`config.mk`:
```
export PLATFORM = sky130hd
export DESIGN_NAME = rmq_sqrt
export DESIGN_NICKNAME = d
export VERILOG_FILES = /design/src/rtl/assert_macros.svh /design/src/rtl/rmq_sqrt.sv
export SDC_FILE = /design/constraint.sdc
export NUM_CORES = 1
export LEC_CHECK = 0
export BUFFER_PORTS_ARGS = -buffer_cell sky130_fd_sc_hd__buf_4
export CORE_ASPECT_RATIO = 0.9
export CORE_MARGIN = 4
export CORE_UTILIZATION = 42
export CTS_BUF_LIST = sky130_fd_sc_hd__clkbuf_16
export CTS_CLUSTER_DIAMETER = 120
export DETAILED_ROUTE_END_ITERATION = 12
export GPL_TIMING_DRIVEN = 0
export PLACE_DENSITY = 0.56
export SLEW_MARGIN = 20
export SYNTH_ARGS = -nofsm -noshare
export SYNTH_HDL_FRONTEND = slang
export SYNTH_SLANG_ARGS = --single-unit
```
`constraint.sdc`:
```
create_clock -name clk -period 3.75 [get_ports clk]
set_input_delay 0.1875 -clock clk [delete_from_list [all_inputs] [get_ports clk]]
set_output_delay 0.1875 -clock clk [all_outputs]
set_load 0.1 [all_outputs]
```
`src/rtl/assert_macros.svh`:
```
// Assertion helpers; expect clk and rst_n in the scope of use.
`ifndef ASSERT_MACROS_SVH
`define ASSERT_MACROS_SVH

// Same-cycle implication.
`define RMQ_ASSERT_IMP(lbl, cond, prop) \
    lbl: assert property (@(posedge clk) disable iff (!rst_n) (cond) |-> (prop)) \
        else $error("rmq check failed");

// Next-cycle implication.
`define RMQ_ASSERT_NXT(lbl, cond, prop) \
    lbl: assert property (@(posedge clk) disable iff (!rst_n) (cond) |=> (prop)) \
        else $error("rmq check failed");

`endif

```
`src/rtl/rmq_sqrt.sv`:
```
module rmq_sqrt #(
    parameter int X_W    = 32,
    parameter int SIDE_W = 8
) (
    input  logic                clk,
    input  logic                rst_n,
    input  logic                en,
    input  logic                in_vld,
    input  logic [X_W-1:0]      in_x,
    input  logic [SIDE_W-1:0]   in_side,
    output logic                out_vld,
    output logic [X_W/2-1:0]    out_root,
    output logic [SIDE_W-1:0]   out_side
);

    localparam int RW = X_W / 2;

    // stage i holds the state after i+1 digits
    logic              vld_reg  [RW];
    logic [X_W-1:0]    x_reg    [RW];
    logic [RW:0]       rem_reg  [RW];
    logic [RW-1:0]     root_reg [RW];
    logic [SIDE_W-1:0] side_reg [RW];

    for (genvar i = 0; i < RW; i++) begin : g_stage
        logic              vld_src;
        logic [X_W-1:0]    x_src;
        logic [RW:0]       rem_src;
        logic [RW-1:0]     root_src;
        logic [SIDE_W-1:0] side_src;
        logic [RW+2:0]     cur;
        logic [RW+2:0]     trial;
        logic              ge;

        if (i == 0) begin : g_first
            assign vld_src  = in_vld;
            assign x_src    = in_x;
            assign rem_src  = '0;
            assign root_src = '0;
            assign side_src = in_side;
        end
        else begin : g_next
            assign vld_src  = vld_reg[i-1];
            assign x_src    = x_reg[i-1];
            assign rem_src  = rem_reg[i-1];
            assign root_src = root_reg[i-1];
            assign side_src = side_reg[i-1];
        end

        always_comb
        begin
            cur   = {rem_src, x_src[X_W-1:X_W-2]};
            trial = {1'b0, root_src, 2'b01};
            ge    = (cur >= trial);
        end

        always_ff @(posedge clk or negedge rst_n)
        begin
            if (!rst_n)
            begin
                vld_reg[i] <= 1'b0;
            end
            else if (en)
            begin
                vld_reg[i] <= vld_src;
            end
        end

        always_ff @(posedge clk)
        begin
            if (en)
            begin
                x_reg[i]    <= x_src << 2;
                rem_reg[i]  <= ge ? (RW+1)'(cur - trial) : (RW+1)'(cur);
                root_reg[i] <= {root_src[RW-2:0], ge};
                side_reg[i] <= side_src;
            end
        end
    end

    assign out_vld  = vld_reg[RW-1];
    assign out_root = root_reg[RW-1];
    assign out_side = side_reg[RW-1];

endmodule

```
-- After elaboration in Yosys (flattened, before gate mapping)
Memories as Yosys holds them, arrays and structs flattened.
Cells that the tools add are included.
- add/subtract/negate cells: 16
- magnitude comparators: 16
- multiplexer cells: 18
- operator list (kind ; number):
    $ge A19 B18 Y1 ; 15
    $mux W17 ; 16
    $sub A17 B17 Y17 ; 15
    $sub A2 B1 Y3 const B ; 1
    $ge A2 B1 Y1 const B ; 1
    $mux W1 ; 2
- register bits: 16
- memory bits (writable): 1136
- output and inout bits: 25
- memories kept: 4
- memory list (memory ; depth ; bits a word ; rd ports ; clocked after memory_dff ; write ports ; RTL line ; text):
    x_reg ; 16 ; 30 ; 15 ; 0 ; 16 ; rmq_sqrt.sv:20 ; logic [X_W-1:0] x_reg [RW];
    rem_reg ; 16 ; 17 ; 15 ; 0 ; 16 ; rmq_sqrt.sv:21 ; logic [RW:0] rem_reg [RW];
    root_reg ; 16 ; 16 ; 16 ; 0 ; 16 ; rmq_sqrt.sv:22 ; logic [RW-1:0] root_reg [RW];
    side_reg ; 16 ; 8 ; 16 ; 0 ; 16 ; rmq_sqrt.sv:23 ; logic [SIDE_W-1:0] side_reg [RW];

-- Longest topological paths before layout
Gate-level depths: netlist of the first run.
An unclocked memory read counts as a cell.
- depth in word-level cells: 3
- depth in mapped cells: 11
- gate-level depth less buffers: 9

-- Worst setup path before layout of the first run
Ideal clock, no wire load.
- path kind: reg2reg
- from: memory rem_reg[1][85] in the netlist's numbering
- to: memory rem_reg[1][108] in the netlist's numbering, data pin
- library setup time: 0.260 ns
- arrival: 2.389 ns
- setup slack: 1.101 ns
- cell stages (with the launch flop): 10
- clock period less this slack: 2.649 ns
- cells stage by stage: edfxtp_1 ha_1 o21a_1 o22ai_1 a211o_1 a211o_1 o21a_2 inv_2 buf_6 mux2_2
- RTL lines (element ; RTL line):
    start: declaration ; rmq_sqrt.sv:21

==> impl_metrics.py, run 1 <==
metrics = {
    "cells_and_area": {
        "layout_common_cells": "edfxtp_1 (741), inv_1 (192), ha_1 (152)",
        "insertedDiodeCount": 0,
        "largest_reg_flops": 240,
        "final_common_cell": "edfxtp_1",
        "nNetsFinal": 2713,
        "stdcell_count": 3621,
        "drive_gt1_share_pct": 11.27,
        "post-route-util_pct": 49.00,
        "area_growth_pct": 15.66,
    },
    "sta": {
        "max_slew_margin_pct": 29.44,
        "worst_slew_pin_slew_ps": 1045,
        "drv_slew": 0,
        "setup_slack_ps": 419.8,
        "whs_ps": 276.6,
        "max_freq_mhz": 300.3,
        "finClkSkew_ps": 46.79,
        "min_period_ps": 3330,
        "period_share_pct": 88.80,
        "setup_viol": 0,
        "rsz0062_at_grt": "false",
        "hold_violations": 0,
        "setup_tns_ps": 0,
    },
    "setup_path": {
        "crit_type": "flop to flop",
        "critical_path_buf_inv_count": 2,
        "arrival_ps": 3670,
        "slowest_stage": "a211oi_1",
        "startpoint_type": "flop",
        "required_ps": 4090,
        "cpPeakStageDelay_ps": 520,
        "critPathCaptureType": "flop",
        "cp_top_family": "compound AO/OA/AOI/OAI gates",
        "cp_max_fo": 10,
        "critical_path.cell_chain": "ha_1 -> clkbuf_1 -> o211ai_1 -> a211oi_1 -> nand3_1 -> nand3_1 -> clkbuf_1 -> a21oi_1",
    },
    "floorplanning": {
        "io_pins": 69,
        "die-area_mm2": 0.08315,
        "placeableCoreArea_mm2": 0.07792,
        "die_w_um": 303.5,
        "num_rows": 97,
        "die_h_um": 274.0,
        "initial_core_util_pct": 42.36,
    },
    "detailed_routing": {
        "dr_total_vias": 18570,
        "drtPass1Iterations": 5,
        "drc": 0,
        "ant_nets": 0,
        "routed_wl_mm": 59.66,
        "drt_iter0_drc": 1384,
        "via_per_inst": 5.128,
        "avgRoutedWirePerCell_um": 16.48,
    },
    "synthesis": {
        "syn_nets": 2509,
        "ys_ff_latch": 757,
        "synth.avg_cell_area_um2": 14.27,
        "synth-edff-count": 741,
        "mappedNetlistArea_mm2": 0.03301,
        "synth_cell_types": 80,
        "yosysSeqAreaShare_pct": 68.63,
        "ys.warnings.count": 0,
        "syn-instance-count": 2313,
        "ys_async_sr_fraction_pct": 2.114,
        "synth_top_flop_cell": "edfxtp_1",
    },
    "power": {
        "power.density_mw_per_mm2": 570.6,
        "vdd_drop_max_mv": 0.4623,
        "leakagePower_nw": 14.46,
    },
    "grt": {
        "antenna_found_initial": 0,
        "gr-total-overflow": 0,
        "grt_max_degree": 110,
        "grtUsageTotal_pct": 14.54,
        "grt_first_pass_wirelength_mm": 97.82,
        "first_global_vias": 18360,
    },
    "cts": {
        "worstSkewPairLatency_ps": 630,
        "cts_num_sinks": 757,
        "clk_path_buf_depth": 3,
        "cts_root_buffer": "clkbuf_16",
        "clkTransAtPathRegs_ps": 60,
        "cts_tree": "built",
        "cts_buffers": 80,
        "cts_setup_buffers": 0,
        "htreeDepth": 3,
    },
    "flow_run": {
        "drv_cap": 0,
    },
    "place": {
        "routabilityCongestion": 0.8969,
        "io_buffers": 68,
        "placed_cells_incl_taps": 3428,
        "post-place-ws_ps": 523.2,
        "post-dp-hpwl_mm": 41.92,
    },
    "min_path": {
        "hp-class": "primary input to flop",
    },
    "status": {
        "outcome": "finished, final reports clean",
    },
}
through the flow:
stage,instance area [um2],power [mW]
after floorplan,33010,13.04
after global placement,34820,14.04
after detailed placement,35050,14.04
after CTS,38170,22.08
after global routing,38180,22.94
final,38180,21.78
power by group:
| part | internal (mW) | switching [mW] | total (mW) |
|---|---|---|---|
| clock | 4.62 | 3.24 | 7.86 |
| sequential | 10.4 | 0.473 | 10.8 |
| combinational | 1.33 | 1.75 | 3.08 |
| total | 16.3 | 5.47 | 21.8 |
cells by family (layout without fill, tap and decap cells):
| logic type | Yosys count | after routing | synth area share, % |
|---|---|---|---|
| AOI/OAI and AO/OA | 429 | 429 | 8.252 |
| buffers and inverters | 222 | 491 | 2.608 |
| muxes | 74 | 74 | 2.475 |
| xor gates and xnor gates | 155 | 155 | 4.113 |
| DFF | 757 | 757 | 68.63 |
| adders and majority gates | 152 | 152 | 5.762 |
| other | 1 | 1 | 0.01136 |
| and+or+nand+nor | 523 | 523 | 8.154 |
final timing paths:
check | startpoint | slack (ps) | depth (start not counted) | endpoint
max | rem_reg[1][56] | 420 | 8 | rem_reg[1][80]
min | in_x[8] | 280 | 2 | x_reg[0][8]
max reg2reg | rem_reg[1][56] | 420 | 8 | rem_reg[1][80]
min reg2reg | x_reg[0][85] | 410 | 0 | x_reg[0][117]
max in group asynchronous | rst_n | 2630 | 3 | g_stage[8].vld_src
min in group asynchronous | rst_n | 680 | 3 | g_stage[1].vld_src
per-layer routing:
metal | track usage [%] | routed length, um
met1 | 21.92 | 29670
met2 | 21.69 | 26090
met3 | 2.771 | 2605
met4 | 3.693 | 1299
met5 | 0 | 0
layout make-up:
| cell class | instances | area [um2] |
|---|---|---|
| Sequential cell | 757 | 22650 |
| Tap cell | 1039 | 1300 |
| Buffer | 37 | 166.4 |
| Clock inverter | 67 | 674.4 |
| Timing Repair Buffer | 122 | 1194 |
| Multi-Input combinational cell | 1334 | 9495 |
| Fill cell | 6695 | 39740 |
| Clock buffer | 80 | 2002 |
| Inverter | 185 | 694.4 |
synthesized netlist by cell type (39+ instances only):
library cell / number / area, um2
o21ai_0: 90 / 450.4
xor2_1: 60 / 525.5
nor3_1: 58 / 290.3
mux2_2: 57 / 641.9
ha_1: 152 / 1902
o21a_1: 39 / 292.8
inv_1: 181 / 679.4
nand3_1: 40 / 200.2
xnor2_1: 95 / 832.1
nor2_1: 151 / 566.8
nand2_1: 91 / 341.6
a21oi_1: 133 / 665.6
a21o_1: 41 / 307.8
edfxtp_1: 741 / 22250
timing repair:
action / in CTS / in global routing
endpoints found under the setup margin: 0 / 0
endpoints found under the hold margin: 61 / 0
hold buffers: 45 / 0
gates resized for setup: 0 / 0
(Power assumes the default switching activity.)
==> run 2: changes to the inputs <==
- CORE_MARGIN: 4 -> 3
==> impl_metrics.py, run 2 (synthesis results as in run 1) <==
metrics = {
    "status": {
        "outcome": "finished, final reports clean",
    },
    "detailed_routing": {
        "drtPass1Iterations": 5,
        "via_per_inst": 5.167,
        "avgRoutedWirePerCell_um": 16.38,
        "routed_wl_mm": 59.21,
        "drt_iter0_drc": 1460,
        "ant_nets": 0,
        "drc": 0,
        "dr_total_vias": 18680,
    },
    "power": {
        "p_clk_share_pct": 36.0,
        "vdd_drop_max_mv": 0.4692,
        "internal-power_mw": 16.27,
        "p_seq_share_pct": 49.8,
        "pwr-share-comb_pct": 14.1,
        "netSwitchingFraction_pct": 25.21,
        "switchingPower_mw": 5.484,
        "leakagePower_nw": 14.48,
        "fin_total_pwr_mw": 21.75,
        "power.density_mw_per_mm2": 569.8,
    },
    "cells_and_area": {
        "drive_gt1_share_pct": 11.22,
        "final_common_cell": "edfxtp_1",
        "stdcell_count": 3615,
        "largest_reg_flops": 240,
        "layout_common_cells": "edfxtp_1 (741), inv_1 (192), ha_1 (152)",
        "nNetsFinal": 2714,
        "area_growth_pct": 15.66,
    },
    "setup_path": {
        "cpPeakStageDelay_ps": 440,
        "slowest_stage": "nand3_1",
        "cp_max_fo": 10,
        "critical_path.cell_chain": "ha_1 -> clkbuf_1 -> nand3_1 -> nor2_1 -> and3_1 -> o21ai_0 -> nand3_1 -> buf_2 -> mux2_2",
        "cp_top_family": "simple AND/OR/NAND/NOR gates",
        "arrival_ps": 3740,
        "required_ps": 4120,
        "critPathCaptureType": "flop",
        "startpoint_type": "flop",
        "crit_top_cell": "nand3_1",
        "critical_path_buf_inv_count": 2,
        "crit_type": "flop to flop",
    },
    "sta": {
        "setup_viol": 0,
        "setup_slack_ps": 382.6,
        "max_freq_mhz": 297.0,
        "setup_tns_ps": 0,
        "min_period_ps": 3367,
        "finClkSkew_ps": 47.34,
        "drv_slew": 0,
        "worst_slew_pin_slew_ps": 979.8,
        "hold_violations": 0,
        "whs_ps": 269.7,
        "rsz0062_at_grt": "false",
        "period_share_pct": 89.80,
        "max_slew_margin_pct": 33.82,
    },
    "cts": {
        "cts_num_sinks": 757,
        "cts_root_buffer": "clkbuf_16",
        "clkTransAtPathRegs_ps": 60,
        "htreeDepth": 3,
        "postCtsResizedCells": 0,
        "cts_hold_buf": 45,
        "cts_setup_buffers": 0,
        "cts_buffers": 81,
        "cts_tree": "built",
        "worstSkewPairLatency_ps": 620,
        "clk_path_buf_depth": 3,
    },
    "floorplanning": {
        "io_pins": 69,
        "initial_core_util_pct": 42.87,
        "die_h_um": 272.0,
        "num_rows": 96,
        "die_w_um": 301.5,
        "die-area_mm2": 0.08200,
        "placeableCoreArea_mm2": 0.07699,
    },
    "place": {
        "routabilityCongestion": 0.8944,
        "post-dp-hpwl_mm": 41.42,
        "post-place-ws_ps": 470.5,
        "io_buffers": 68,
        "placed_cells_incl_taps": 3418,
    },
    "grt": {
        "grtUsageTotal_pct": 14.47,
        "gr-total-overflow": 0,
        "grt_max_degree": 111,
        "first_global_vias": 18310,
        "grt_first_pass_wirelength_mm": 96.08,
        "antenna_found_initial": 0,
    },
    "flow_run": {
        "drv_cap": 0,
    },
    "min_path": {
        "hp-class": "primary input to flop",
    },
}
==> run 2: cell count changes in the layout (fill, tap and decap cells not counted), sizes merged <==
cell / delta
clkbuf: +2
bufinv: -2
clkinv: +8
clkinvlp: -5
diode: +1
==> run 2: per-layer routing <==
metal  routed length [um]  up-vias  track usage (%)
met4                 1640        0            4.322
met3                 3254      122            3.324
met2                25350      479            21.49
li1                     -     9141                -
met5                    0        -                0
met1                28970     8935            21.22
==> run 2: power by group through the flow <==
stage / Sequential, mW / Clock, mW / Combinational [mW]
finish: 10.8 / 7.84 / 3.07
global route: 10.9 / 8.49 / 3.44
floorplan: 11.0 / 0 / 2.08
detailed placement: 11.0 / 0 / 3.00
CTS: 10.9 / 8.17 / 3.06
global placement: 11.1 / 0 / 2.92
==> run 2: worst paths after layout <==
check,cells after the start,start,endpoint,slack [ps]
setup / recovery,9,rem_reg[1][78],rem_reg[1][96],380
hold / removal,2,in_x[26],x_reg[0][26],270
setup reg to reg,9,rem_reg[1][78],rem_reg[1][96],380
hold reg to reg,0,x_reg[0][200],x_reg[0][232],410
max in group asynchronous,3,rst_n,g_stage[11].vld_src,2640
min in group asynchronous,3,rst_n,g_stage[6].vld_src,670
==> run 2: final cells by class <==
class	instances	area [um2]
plain buffers	37	166.4
flip-flops and latches	757	22650
clock inverters	68	633.1
well taps	1029	1287
clock buffers	82	2052
fillers	6530	38820
diodes	1	2.502
multi-input cells	1334	9495
repair buffers	122	1194
inverters	185	694.4
==> run 2: per-stage QoR <==
stage / instance area (um2) / utilization, %
CTS: 38170 / 49.57
global route: 38170 / 49.58
global placement: 34810 / 45.21
finish: 38180 / 49.58
floorplan: 33010 / -
detailed placement: 35030 / 45.50
